$ cat src/asbs_pkg.sv
package asbs_pkg;

  localparam int unsigned ByteW   = 8;
  localparam int unsigned CountW  = 16;
  localparam int unsigned CfgIdxW = 2;
  localparam int unsigned QDepth  = 2;
  localparam int unsigned QPtrW   = $clog2(QDepth);
  localparam int unsigned QCntW   = $clog2(QDepth + 1);

  localparam logic [CfgIdxW-1:0] CfgFlushThreshold = 2'd0;
  localparam logic [CfgIdxW-1:0] CfgIdleLimit      = 2'd1;

  localparam logic [CountW-1:0] FlushThresholdRst = 16'd4000;
  localparam logic [CountW-1:0] IdleLimitRst      = 16'd300;
  localparam logic [CountW-1:0] IdleSat           = 16'hffff;

  localparam logic [ByteW-1:0] ChEsc      = 8'h1b;
  localparam logic [ByteW-1:0] ChDel      = 8'h7f;
  localparam logic [ByteW-1:0] ChBel      = 8'h07;
  localparam logic [ByteW-1:0] ChLf       = 8'h0a;
  localparam logic [ByteW-1:0] ChCr       = 8'h0d;
  localparam logic [ByteW-1:0] ChTab      = 8'h09;
  localparam logic [ByteW-1:0] ChSpace    = 8'h20;
  localparam logic [ByteW-1:0] ChCsiOpen  = 8'h5b;
  localparam logic [ByteW-1:0] ChOscOpen  = 8'h5d;
  localparam logic [ByteW-1:0] ChFinalLo  = 8'h40;
  localparam logic [ByteW-1:0] ChFinalHi  = 8'h7e;
  localparam logic [ByteW-1:0] ChParenL   = 8'h28;
  localparam logic [ByteW-1:0] ChParenR   = 8'h29;
  localparam logic [ByteW-1:0] ChStar     = 8'h2a;
  localparam logic [ByteW-1:0] ChPlus     = 8'h2b;
  localparam logic [ByteW-1:0] ChHash     = 8'h23;
  localparam logic [ByteW-1:0] ChEqual    = 8'h3d;
  localparam logic [ByteW-1:0] ChGreater  = 8'h3e;

  typedef struct packed {
    logic             is_tick;
    logic [ByteW-1:0] data;
  } item_t;

  typedef struct packed {
    logic  valid;
    item_t item;
  } q_push_t;

  typedef struct packed {
    logic  valid;
    item_t item;
  } q_head_t;

endpackage

$ cat src/asbs_front.sv
module asbs_front (
  input  logic                          clk_i,
  input  logic                          rst_ni,
  input  logic                          accept_i,
  input  logic                          func_i,
  input  logic [asbs_pkg::ByteW-1:0]    data_byte_i,
  output asbs_pkg::q_push_t             push_o
);

  localparam logic [2:0] PsNormal = 3'd0;
  localparam logic [2:0] PsEsc    = 3'd1;
  localparam logic [2:0] PsCsi    = 3'd2;
  localparam logic [2:0] PsOsc    = 3'd3;
  localparam logic [2:0] PsSkip1  = 3'd4;

  logic [2:0] state_q, state_d;
  logic       keep;
  logic [asbs_pkg::ByteW-1:0] c;

  assign c = data_byte_i;

  always_comb begin
    state_d = state_q;
    keep    = 1'b0;
    unique case (state_q)
      PsEsc: begin
        if (c == asbs_pkg::ChCsiOpen) begin
          state_d = PsCsi;
        end else if (c == asbs_pkg::ChOscOpen) begin
          state_d = PsOsc;
        end else if (c == asbs_pkg::ChParenL || c == asbs_pkg::ChParenR ||
                     c == asbs_pkg::ChStar || c == asbs_pkg::ChPlus ||
                     c == asbs_pkg::ChHash || c == asbs_pkg::ChEqual ||
                     c == asbs_pkg::ChGreater) begin
          state_d = PsSkip1;
        end else begin
          state_d = PsNormal;
        end
      end
      PsCsi: begin
        if (c >= asbs_pkg::ChFinalLo && c <= asbs_pkg::ChFinalHi) begin
          state_d = PsNormal;
        end
      end
      PsOsc: begin
        if (c == asbs_pkg::ChBel) begin
          state_d = PsNormal;
        end else if (c == asbs_pkg::ChEsc) begin
          state_d = PsEsc;
        end
      end
      PsSkip1: begin
        state_d = PsNormal;
      end
      default: begin
        state_d = PsNormal;
        if (c == asbs_pkg::ChEsc) begin
          state_d = PsEsc;
        end else if (c < asbs_pkg::ChSpace) begin
          keep = (c == asbs_pkg::ChLf) || (c == asbs_pkg::ChCr) || (c == asbs_pkg::ChTab);
        end else begin
          keep = (c != asbs_pkg::ChDel);
        end
      end
    endcase
  end

  always_ff @(posedge clk_i or negedge rst_ni) begin
    if (!rst_ni) begin
      state_q <= PsNormal;
    end else if (accept_i && !func_i) begin
      state_q <= state_d;
    end
  end

  assign push_o.valid        = accept_i && (func_i || keep);
  assign push_o.item.is_tick = func_i;
  assign push_o.item.data    = data_byte_i;

endmodule

$ cat src/asbs_queue.sv
module asbs_queue (
  input  logic              clk_i,
  input  logic              rst_ni,
  input  asbs_pkg::q_push_t push_i,
  output logic              full_o,
  output asbs_pkg::q_head_t head_o,
  input  logic              pop_i
);

  asbs_pkg::item_t                 mem_q [asbs_pkg::QDepth];
  logic [asbs_pkg::QPtrW-1:0]      wr_ptr_q, rd_ptr_q;
  logic [asbs_pkg::QCntW-1:0]      cnt_q, cnt_d;
  logic                            do_push, do_pop;

  assign full_o      = (cnt_q == asbs_pkg::QCntW'(asbs_pkg::QDepth));
  assign head_o.valid = (cnt_q != '0);
  assign head_o.item  = mem_q[rd_ptr_q];

  assign do_push = push_i.valid && !full_o;
  assign do_pop  = pop_i && head_o.valid;

  always_comb begin
    cnt_d = cnt_q;
    if (do_push && !do_pop) begin
      cnt_d = cnt_q + 1'b1;
    end else if (do_pop && !do_push) begin
      cnt_d = cnt_q - 1'b1;
    end
  end

  always_ff @(posedge clk_i or negedge rst_ni) begin
    if (!rst_ni) begin
      wr_ptr_q <= '0;
      rd_ptr_q <= '0;
      cnt_q    <= '0;
    end else begin
      cnt_q <= cnt_d;
      if (do_push) begin
        wr_ptr_q <= wr_ptr_q + 1'b1;
      end
      if (do_pop) begin
        rd_ptr_q <= rd_ptr_q + 1'b1;
      end
    end
  end

  always_ff @(posedge clk_i) begin
    if (do_push) begin
      mem_q[wr_ptr_q] <= push_i.item;
    end
  end

endmodule

$ cat src/asbs_back.sv
module asbs_back (
  input  logic                           clk_i,
  input  logic                           rst_ni,
  input  logic                           cfg_we_i,
  input  logic [asbs_pkg::CfgIdxW-1:0]   cfg_index_i,
  input  logic [asbs_pkg::CountW-1:0]    cfg_data_i,
  input  asbs_pkg::q_head_t              head_i,
  output logic                           pop_o,
  output logic                           out_valid_o,
  input  logic                           out_stall_i,
  output logic                           has_byte_o,
  output logic [asbs_pkg::ByteW-1:0]     out_byte_o,
  output logic                           end_of_message_o
);

  logic [asbs_pkg::CountW-1:0] thr_q, limit_q;
  logic [asbs_pkg::CountW-1:0] pend_q, pend_d, idle_q, idle_d;
  logic [asbs_pkg::CountW-1:0] pend_inc, idle_inc;
  logic                        run_q, run_d;
  logic                        out_valid_q, out_valid_d;
  logic                        has_byte_q, has_byte_d, eom_q, eom_d;
  logic [asbs_pkg::ByteW-1:0]  byte_q, byte_d;
  logic                        slot_free;

  assign slot_free = !out_valid_q || !out_stall_i;
  assign pop_o     = head_i.valid && slot_free;
  assign pend_inc  = pend_q + 1'b1;
  assign idle_inc  = (idle_q == asbs_pkg::IdleSat) ? idle_q : idle_q + 1'b1;

  always_comb begin
    pend_d      = pend_q;
    idle_d      = idle_q;
    run_d       = run_q;
    out_valid_d = out_valid_q;
    has_byte_d  = has_byte_q;
    byte_d      = byte_q;
    eom_d       = eom_q;
    if (!out_stall_i) begin
      out_valid_d = 1'b0;
    end
    if (pop_o) begin
      out_valid_d = 1'b0;
      if (!head_i.item.is_tick) begin
        out_valid_d = 1'b1;
        has_byte_d  = 1'b1;
        byte_d      = head_i.item.data;
        idle_d      = '0;
        if (pend_inc >= thr_q) begin
          pend_d = '0;
          run_d  = 1'b0;
          eom_d  = 1'b1;
        end else begin
          pend_d = pend_inc;
          run_d  = 1'b1;
          eom_d  = 1'b0;
        end
      end else if (run_q) begin
        if (idle_inc >= limit_q) begin
          run_d  = 1'b0;
          idle_d = '0;
          if (pend_q != '0) begin
            pend_d      = '0;
            out_valid_d = 1'b1;
            has_byte_d  = 1'b0;
            byte_d      = '0;
            eom_d       = 1'b1;
          end
        end else begin
          idle_d = idle_inc;
        end
      end
    end
  end

  always_ff @(posedge clk_i or negedge rst_ni) begin
    if (!rst_ni) begin
      thr_q       <= asbs_pkg::FlushThresholdRst;
      limit_q     <= asbs_pkg::IdleLimitRst;
      pend_q      <= '0;
      idle_q      <= '0;
      run_q       <= 1'b0;
      out_valid_q <= 1'b0;
    end else begin
      pend_q      <= pend_d;
      idle_q      <= idle_d;
      run_q       <= run_d;
      out_valid_q <= out_valid_d;
      if (cfg_we_i && cfg_index_i == asbs_pkg::CfgFlushThreshold) begin
        thr_q <= cfg_data_i;
      end
      if (cfg_we_i && cfg_index_i == asbs_pkg::CfgIdleLimit) begin
        limit_q <= cfg_data_i;
      end
    end
  end

  always_ff @(posedge clk_i) begin
    has_byte_q <= has_byte_d;
    byte_q     <= byte_d;
    eom_q      <= eom_d;
  end

  assign out_valid_o      = out_valid_q;
  assign has_byte_o       = has_byte_q;
  assign out_byte_o       = byte_q;
  assign end_of_message_o = eom_q;

endmodule

$ cat src/ansi_strip_batching_stream_top.sv
// A kept byte or an expiring tick is written into the queue and then registered in the output stage.
// Throughput: one item per cycle while the queue is not full; the escape parser and the batch counter
// each update at most once per cycle, and a two-entry queue between them absorbs output stalls.
// Reset: parser returns to normal text, counters, idle timer and queue clear, the batch
// limit register becomes 4000 and idle_limit 300.
module ansi_strip_batching_stream_top (
  input  logic                          clk_i,
  input  logic                          rst_ni,
  input  logic                          in_valid_i,
  output logic                          in_stall_o,
  input  logic                          func_i,
  input  logic [asbs_pkg::ByteW-1:0]    data_byte_i,
  output logic                          out_valid_o,
  input  logic                          out_stall_i,
  output logic                          has_byte_o,
  output logic [asbs_pkg::ByteW-1:0]    out_byte_o,
  output logic                          end_of_message_o,
  input  logic                          cfg_valid_i,
  output logic                          cfg_ready_o,
  input  logic [asbs_pkg::CfgIdxW-1:0]  cfg_index_i,
  input  logic [asbs_pkg::CountW-1:0]   cfg_data_i
);

  asbs_pkg::q_push_t push;
  asbs_pkg::q_head_t head;
  logic              q_full, pop, accept;

  assign in_stall_o  = q_full;
  assign accept      = in_valid_i && !q_full;
  assign cfg_ready_o = 1'b1;

  asbs_front u_front (
    .clk_i       (clk_i),
    .rst_ni      (rst_ni),
    .accept_i    (accept),
    .func_i      (func_i),
    .data_byte_i (data_byte_i),
    .push_o      (push)
  );

  asbs_queue u_queue (
    .clk_i  (clk_i),
    .rst_ni (rst_ni),
    .push_i (push),
    .full_o (q_full),
    .head_o (head),
    .pop_i  (pop)
  );

  asbs_back u_back (
    .clk_i            (clk_i),
    .rst_ni           (rst_ni),
    .cfg_we_i         (cfg_valid_i && cfg_ready_o),
    .cfg_index_i      (cfg_index_i),
    .cfg_data_i       (cfg_data_i),
    .head_i           (head),
    .pop_o            (pop),
    .out_valid_o      (out_valid_o),
    .out_stall_i      (out_stall_i),
    .has_byte_o       (has_byte_o),
    .out_byte_o       (out_byte_o),
    .end_of_message_o (end_of_message_o)
  );

endmodule

$ cat config.mk
export PLATFORM = sky130hd
export DESIGN_NAME = ansi_strip_batching_stream_top
export DESIGN_NICKNAME = d
export VERILOG_FILES = /design/src/asbs_pkg.sv /design/src/asbs_front.sv /design/src/asbs_queue.sv /design/src/asbs_back.sv /design/src/ansi_strip_batching_stream_top.sv
export SDC_FILE = /design/constraint.sdc
export NUM_CORES = 1
export LEC_CHECK = 0
export ABC_AREA = 0
export BUFFER_PORTS_ARGS = -buffer_cell sky130_fd_sc_hd__buf_4
export CORE_UTILIZATION = 60
export CTS_CLUSTER_DIAMETER = 60
export DETAILED_ROUTE_END_ITERATION = 6
export PLACE_DENSITY = 0.8
export SLEW_MARGIN = 20
export SYNTH_ARGS = -nofsm -noshare
export SYNTH_HDL_FRONTEND = slang
export SYNTH_SLANG_ARGS = --single-unit
$ cat constraint.sdc
create_clock -name clk_i -period 4.8 [get_ports clk_i]
set_clock_uncertainty 0.05 [all_clocks]
set_input_delay 1.44 -clock clk_i [delete_from_list [all_inputs] [get_ports clk_i]]
set_output_delay 1.44 -clock clk_i [all_outputs]
set_load 0.1 [all_outputs]
# --- After elaboration in Yosys (flattened, before gate mapping) ---
# Memories as Yosys holds them, arrays and structs flattened.
# Index checks and enable logic that the tools add are counted.
word_totals:
  reg_bits: 83
  word_cells: 134
  input_bits: 32
  latchBits: 0
  rom_bits: 0
  memories: 1
  ramBits: 18
  out_inout_bits: 13
mem_list:
  columns: ["memory", "words", "width", "rd", "rd_ports_with_merged_regs", "write_ports", "line", "rtl"]
  rows:
  - ["u_queue.mem_q", 2, 9, 1, 0, 1, "asbs_queue.sv:10", "asbs_pkg::item_t mem_q [asbs_pkg::QDepth];"]
op_classes:
  shift: 0
  n_bitwise: 0
  addsub: 6
  muxes: 46
  div_mod_pow: 0
  n_eq_ne: 28
  reduce_logical: 35
  multipliers: 0
  n_lt_le_gt_ge: 5
ops:
  columns: ["op", "n"]
  rows:
  - ["two-way mux 16 bit", 9]
  - ["equality test 8 x 6 -> 1 bit (second input constant)", 7]
  - ["adder 16 x 1 -> 16 bit (second input constant)", 2]
  - ["greater-or-equal comparator 16 bit", 2]
  - ["two-way mux 8 bit", 4]
  - ["equality test 8 x 4 -> 1 bit (second input constant)", 3]
  - ["two-way mux 1 bit", 24]
  - ["two-way mux 3 bit", 6]
  - ["equality test 16 bit (second input constant)", 1]
  - ["equality test 8 x 7 -> 1 bit (second input constant)", 2]
  - ["nonzero test 16 bit", 1]
  - ["one-hot mux 3 bit (4 select lines)", 1]
  - ["logical AND 1 bit", 11]
  - ["logical OR 1 bit", 10]
  - ["equality test 8 x 3 -> 1 bit (second input constant)", 1]
  - ["equality test 8 x 5 -> 1 bit (second input constant)", 1]
  - ["greater-or-equal comparator 8 x 7 -> 1 bit (second input constant)", 1]
  - ["less-or-equal comparator 8 x 7 -> 1 bit (second input constant)", 1]
  - ["less-than comparator 8 x 6 -> 1 bit (second input constant)", 1]
  - ["inequality test 8 x 7 -> 1 bit (second input constant)", 1]
  - ["equality test 3 x 2 -> 1 bit (second input constant)", 2]
  - ["logical NOT 1 bit", 6]
  - ["inequality test 2 bit (second input constant)", 3]
  - ["two-way mux 2 bit", 2]
  - ["15 further kinds", 18]

# --- Logic depth before layout (Yosys ltp) ---
depth:
  word_depth: 13
  mapped_depth: 15
  mapped_depth_nobuf: 12

# --- By module ---
# Synthesis repeated with hierarchy kept, for this count alone.
hier_totals:
  cells_unflattened: 572
  area_unflattened_um2: 5891.9
modules_own_cells:
  columns: ["module", "cells_each", "instances", "area_per_inst_um2", "seq_area_each_um2"]
  rows:
  - ["asbs_back", 462, 1, 4539.4, 1964.4]
  - ["asbs_queue", 47, 1, 852.1, 640.6]
  - ["asbs_front", 60, 1, 475.5, 75.1]
  - ["ansi_strip_batching_stream_top", 3, 1, 25.0, 0.0]

# --- Worst setup path before layout ---
# No wires, ideal clock.
synth_path:
  path_kind: "reg2reg"
  startpoint: "register u_back.idle_q[0] (netlist name)"
  endpoint: "register u_back.eom_q (netlist: u_back.end_of_message_o) (enable)"
  path_stages_with_launch: 15
  period_less_slack_ns: 3.692
  arrival_ns: 3.352
  setup_slack_ns: 1.108
  t_required_ns: 4.460
  setup_time_ns: 0.290
  n_path_buf: 2
  path_cell_list: "dfrtp_1 -> ha_1 -> nand3_1 -> or4_4 -> buf_6 -> and4_4 -> xor2_1 -> ha_1 -> a211oi_1 -> o21ai_0 -> a41oi_1 -> o21ai_1 -> nand2_1 -> clkbuf_1 -> inv_1"
synth_between:
  elab_chain_cells: 5
  word_cells_on_any_way: 6
  cone_classes: "add/sub (1); order compare (1); eq/ne (2); mux (1); reduce/logical (1)"
synth_lines:
  columns: ["item", "line", "rtl"]
  rows:
  - ["start, declared", "asbs_back.sv:17", "logic [asbs_pkg::CountW-1:0] pend_q, pend_d, idle_q, idle_d;"]
  - ["start signal, assigned", "asbs_back.sv:85", "idle_q <= idle_d;"]
  - ["adder 16 x 1 -> 16 bit / equality test 16 bit (equally long branches)", "asbs_back.sv:28", "assign idle_inc = (idle_q == asbs_pkg::IdleSat) ? idle_q : idle_q + 1'b1;"]
  - ["two-way mux 16 bit (*)", "asbs_back.sv:28", null]
  - ["greater-or-equal comparator 16 bit (*)", "asbs_back.sv:58", "if (idle_inc >= limit_q) begin"]
  - ["inequality test 2 bit (no source line) (*)", null, null]
  - ["AND reduction 4 bit (no source line) (*)", null, null]
  - ["end signal, assigned", "asbs_back.sv:100", "eom_q <= eom_d;"]
  - ["end, declared", "asbs_back.sv:21", "logic has_byte_q, has_byte_d, eom_q, eom_d;"]
# Every way passes the cells marked *; elsewhere a longest branch is shown, timed or not.
# A chain may end at the register's enable or synchronous reset.

# --- Final worst setup path ---
layout_path:
  startpoint: "register u_back.idle_q[0] (netlist name)"
  endpoint: "register u_back.idle_q[10] (netlist name)"
layout_between:
  elab_chain_cells: 6
  word_cells_on_any_way: 7
  cone_classes: "add/sub (1); order compare (1); eq/ne (1); mux (4)"
layout_lines:
  columns: ["item", "line", "rtl"]
  rows:
  - ["adder 16 x 1 -> 16 bit / equality test 16 bit (equally long branches)", "asbs_back.sv:28", null]
  - ["two-way mux 16 bit (*)", "asbs_back.sv:28", null]
  - ["greater-or-equal comparator 16 bit", "asbs_back.sv:58", null]
  - ["two-way mux 16 bit (*)", "asbs_back.sv:58", null]
  - ["two-way mux 16 bit (*)", "asbs_back.sv:57", "end else if (run_q) begin"]
  - ["two-way mux 16 bit (*)", "asbs_back.sv:43", "if (!head_i.item.is_tick) begin"]
# Every way passes the cells marked *; elsewhere a longest branch is shown, timed or not. The select of a mux whose other input is x is not followed.

==> impl_metrics.ini <==
[drt]
num_vias = 4328
wl_per_cell_um = 16.1
initialDrtViolationCount = 180
first_pass_iters = 5
vias_per_cell = 5.88
wirelength_um = 11900
final_antenna_net_count = 0
drcViolationCount = 0

[clock_network]
cts_hold_repair.buffers = 0
cts_sinks = 101
clkLatencyLatePin_ps = 370
cts_buffers = 9
cts.clk_slew.worst_paths_ps = 110
cts_root_buffer = clkbuf_8
cts_tree = done
cts_resized = 0
cts.htree.levels = 3
clockBufferDepth = 2
cts_post_setup_buffers_inserted = 0

[synth]
synthFlopType = dfrtp_1
synth_area_leaders = dfrtp_1, edfxtp_1, ha_1
synth_top_area_share_pct = 27.7
synth_common_cells = dfrtp_1, o21ai_0, nand2_1
yosys.area.top_type = dfrtp_1
ys_seq_elements = 101
synth_nets = 633
yosysMostFrequentCell = dfrtp_1
synth_edf_count = 28
synthCells = 565
syn-cell-area_mm2 = 0.00570
yosysSeqAreaShare_pct = 47.0
ys_warn_count = 0
avgSynthCellArea_um2 = 10.1
ys_types = 56
ys_async_sr_fraction_pct = 72.3

[power]
power_density_mw_per_mm2 = 448
ir_drop_mv = 0.506
power_mw = 2.83
power.leakage_nw = 2.76

[floorplanning]
die_width_um = 99.5
coreArea_mm2 = 0.00924
ios = 45
start_util_pct = 61.7
die_h_um = 99.5
rows = 35
dieArea_mm2 = 0.00989

[timing]
setup_ws_ps = 502
period_minus_slack_ps = 4300
timing.final.crit_share_pct = 89.5
setup_viol = 0
rsz0062_at_grt = no
fmax_ghz = 0.233
final-hold-violation-count = 0
finalSetupTns_ps = 0
worstMarginPinSlew_ps = 911
drv_slew = 0
whs_ps = 453
relSlewSlack_pct = 38.6

[global_route]
grt_util_all_layers_pct = 25.7
grt_pass1_vias = 4256
antenna_found_initial = 0
grt_max_degree = 74
grt_first_pass_wirelength_um = 19700
overflow = 0

[setup_path]
crit_arrival_ps = 4540
path_cells = ha_1 > nand3_1 > or4_4 > and4_4 > xor2_1 > ha_1 > a211oi_1 > o21ai_0 > a41oi_1 > o2111a_1 > o21ai_0 > a31oi_1
cp_max_fo = 23
critPathMaxStageDelay_ps = 800
slowest_stage = o2111a_1
cp-end-kind = flip-flop
critPathLaunchType = flip-flop
required_ps = 5040
critical_path_class = reg2reg

[finish]
drive_gt1_share_pct = 16.1
syn2layout_area_growth_pct = 10.7
final_util_pct = 68.2
nNetsFinal = 670
antennaDiodeCount = 0
n_fill_cell = 726

[placement]
hpwl_um = 8830
pre_cts_ws_ps = 586
globalplace.congestion = 0.916
portBuffers = 43

[run]
cap_violations = 0

[hold_path]
min-delay-path-class = reg2reg

[status]
status = completed
## through the flow
stage                     std cells  area (µm²)
after floorplan                 565        5700
after global placement          720        6100
after detailed placement        720        6100
after CTS                       736        6310
after global routing            736        6310
final                           736        6310
## power breakdown
group | switching [mW] | leakage (nW) | internal, mW
clock network | 0.335 | 0.105 | 0.211
registers | 0.110 | 1.19 | 1.08
logic | 0.758 | 1.46 | 0.335
## critical path, delay by kind of cell, from the launching register on
kind            cells  cell delay (ps)
compound gates      6             2000
xor+xnor            1              150
fa+ha+maj           2              490
flops               1              470
simple gates        3             1070
## layout make-up
class	instances	area [µm²]	area share, %
Timing Repair Buffer	44	330	5.24
Tap cell	129	161	2.56
Inverter	46	173	2.74
Multi-Input combinational cell	400	2750	43.7
Clock buffer	9	124	1.96
Sequential cell	101	2680	42.5
Clock inverter	7	83.8	1.33
## state kept, by name (all words and copies together) (netlist names), 2 cells and up
name and cells:
u_back.limit_q 16, u_back.idle_q 16, u_back.pend_q 16, u_back.out_byte_o 8
u_queue.cnt_q 2, u_back.thr_q 16, u_queue.mem_q 18, u_front.state_q 3
## worst paths after layout
kind                               startpoint  depth (start not counted)                 end  slack [ps]
setup / recovery             u_back.idle_q[0]                         12   u_back.idle_q[10]         500
hold / removal             u_front.state_q[2]                          2  u_front.state_q[2]         450
setup reg to reg             u_back.idle_q[0]                         12   u_back.idle_q[10]         500
hold reg to reg            u_front.state_q[2]                          2  u_front.state_q[2]         450
max in group asynchronous              rst_ni                          1   u_back.idle_q[11]        2960
min in group asynchronous              rst_ni                          1   u_back.limit_q[0]        1150
## cells by family after synthesis
group | share of synthesized area [%]
other | 0.0658
AOI/OAI and AO/OA | 14.7
muxes | 5.56
DFF | 47.0
buffers and inverters | 4.72
and+or+nand+nor | 15.1
xor gates and xnor gates | 4.92
adders and majority gates | 7.91
## layer usage
layer / global-route usage, % / up-vias / share of wire (%)
met5: 0 / - / 0
met3: 4.64 / 22 / 4.0
met1: 32.1 / 2102 / 43
li1: - / 2098 / -
met2: 44.6 / 106 / 51
met4: 9.62 / 0 / 2.5
## cell usage in the layout (no fill, tap or decap), types with 3 or more instances in the layout
| cell | instances |
|---|---|
| a21oi_1 | 27 |
| ha_1 | 36 |
| xnor2_1 | 21 |
| nor2_1 | 33 |
| nor4_1 | 6 |
| nand3_1 | 18 |
| a31oi_1 | 10 |
| nor3_1 | 8 |
| a211oi_1 | 4 |
| o211ai_1 | 8 |
| and3_1 | 7 |
| xor2_1 | 11 |
| o21a_1 | 6 |
| inv_8 | 3 |
| dfstp_2 | 10 |
| edfxtp_1 | 28 |
| a21o_1 | 4 |
| nand4_1 | 8 |
| nor2b_1 | 7 |
| o21ai_0 | 53 |
| or3_1 | 4 |
| dfrtp_1 | 63 |
| nand2b_1 | 12 |
| nand2_1 | 46 |
| inv_1 | 45 |
| clkbuf_8 | 9 |
| buf_4 | 44 |
| mux2_2 | 21 |
| a22o_1 | 8 |
| mux2i_1 | 8 |
| and4_1 | 4 |
No activity file was read; power rests on OpenSTA's default activity.
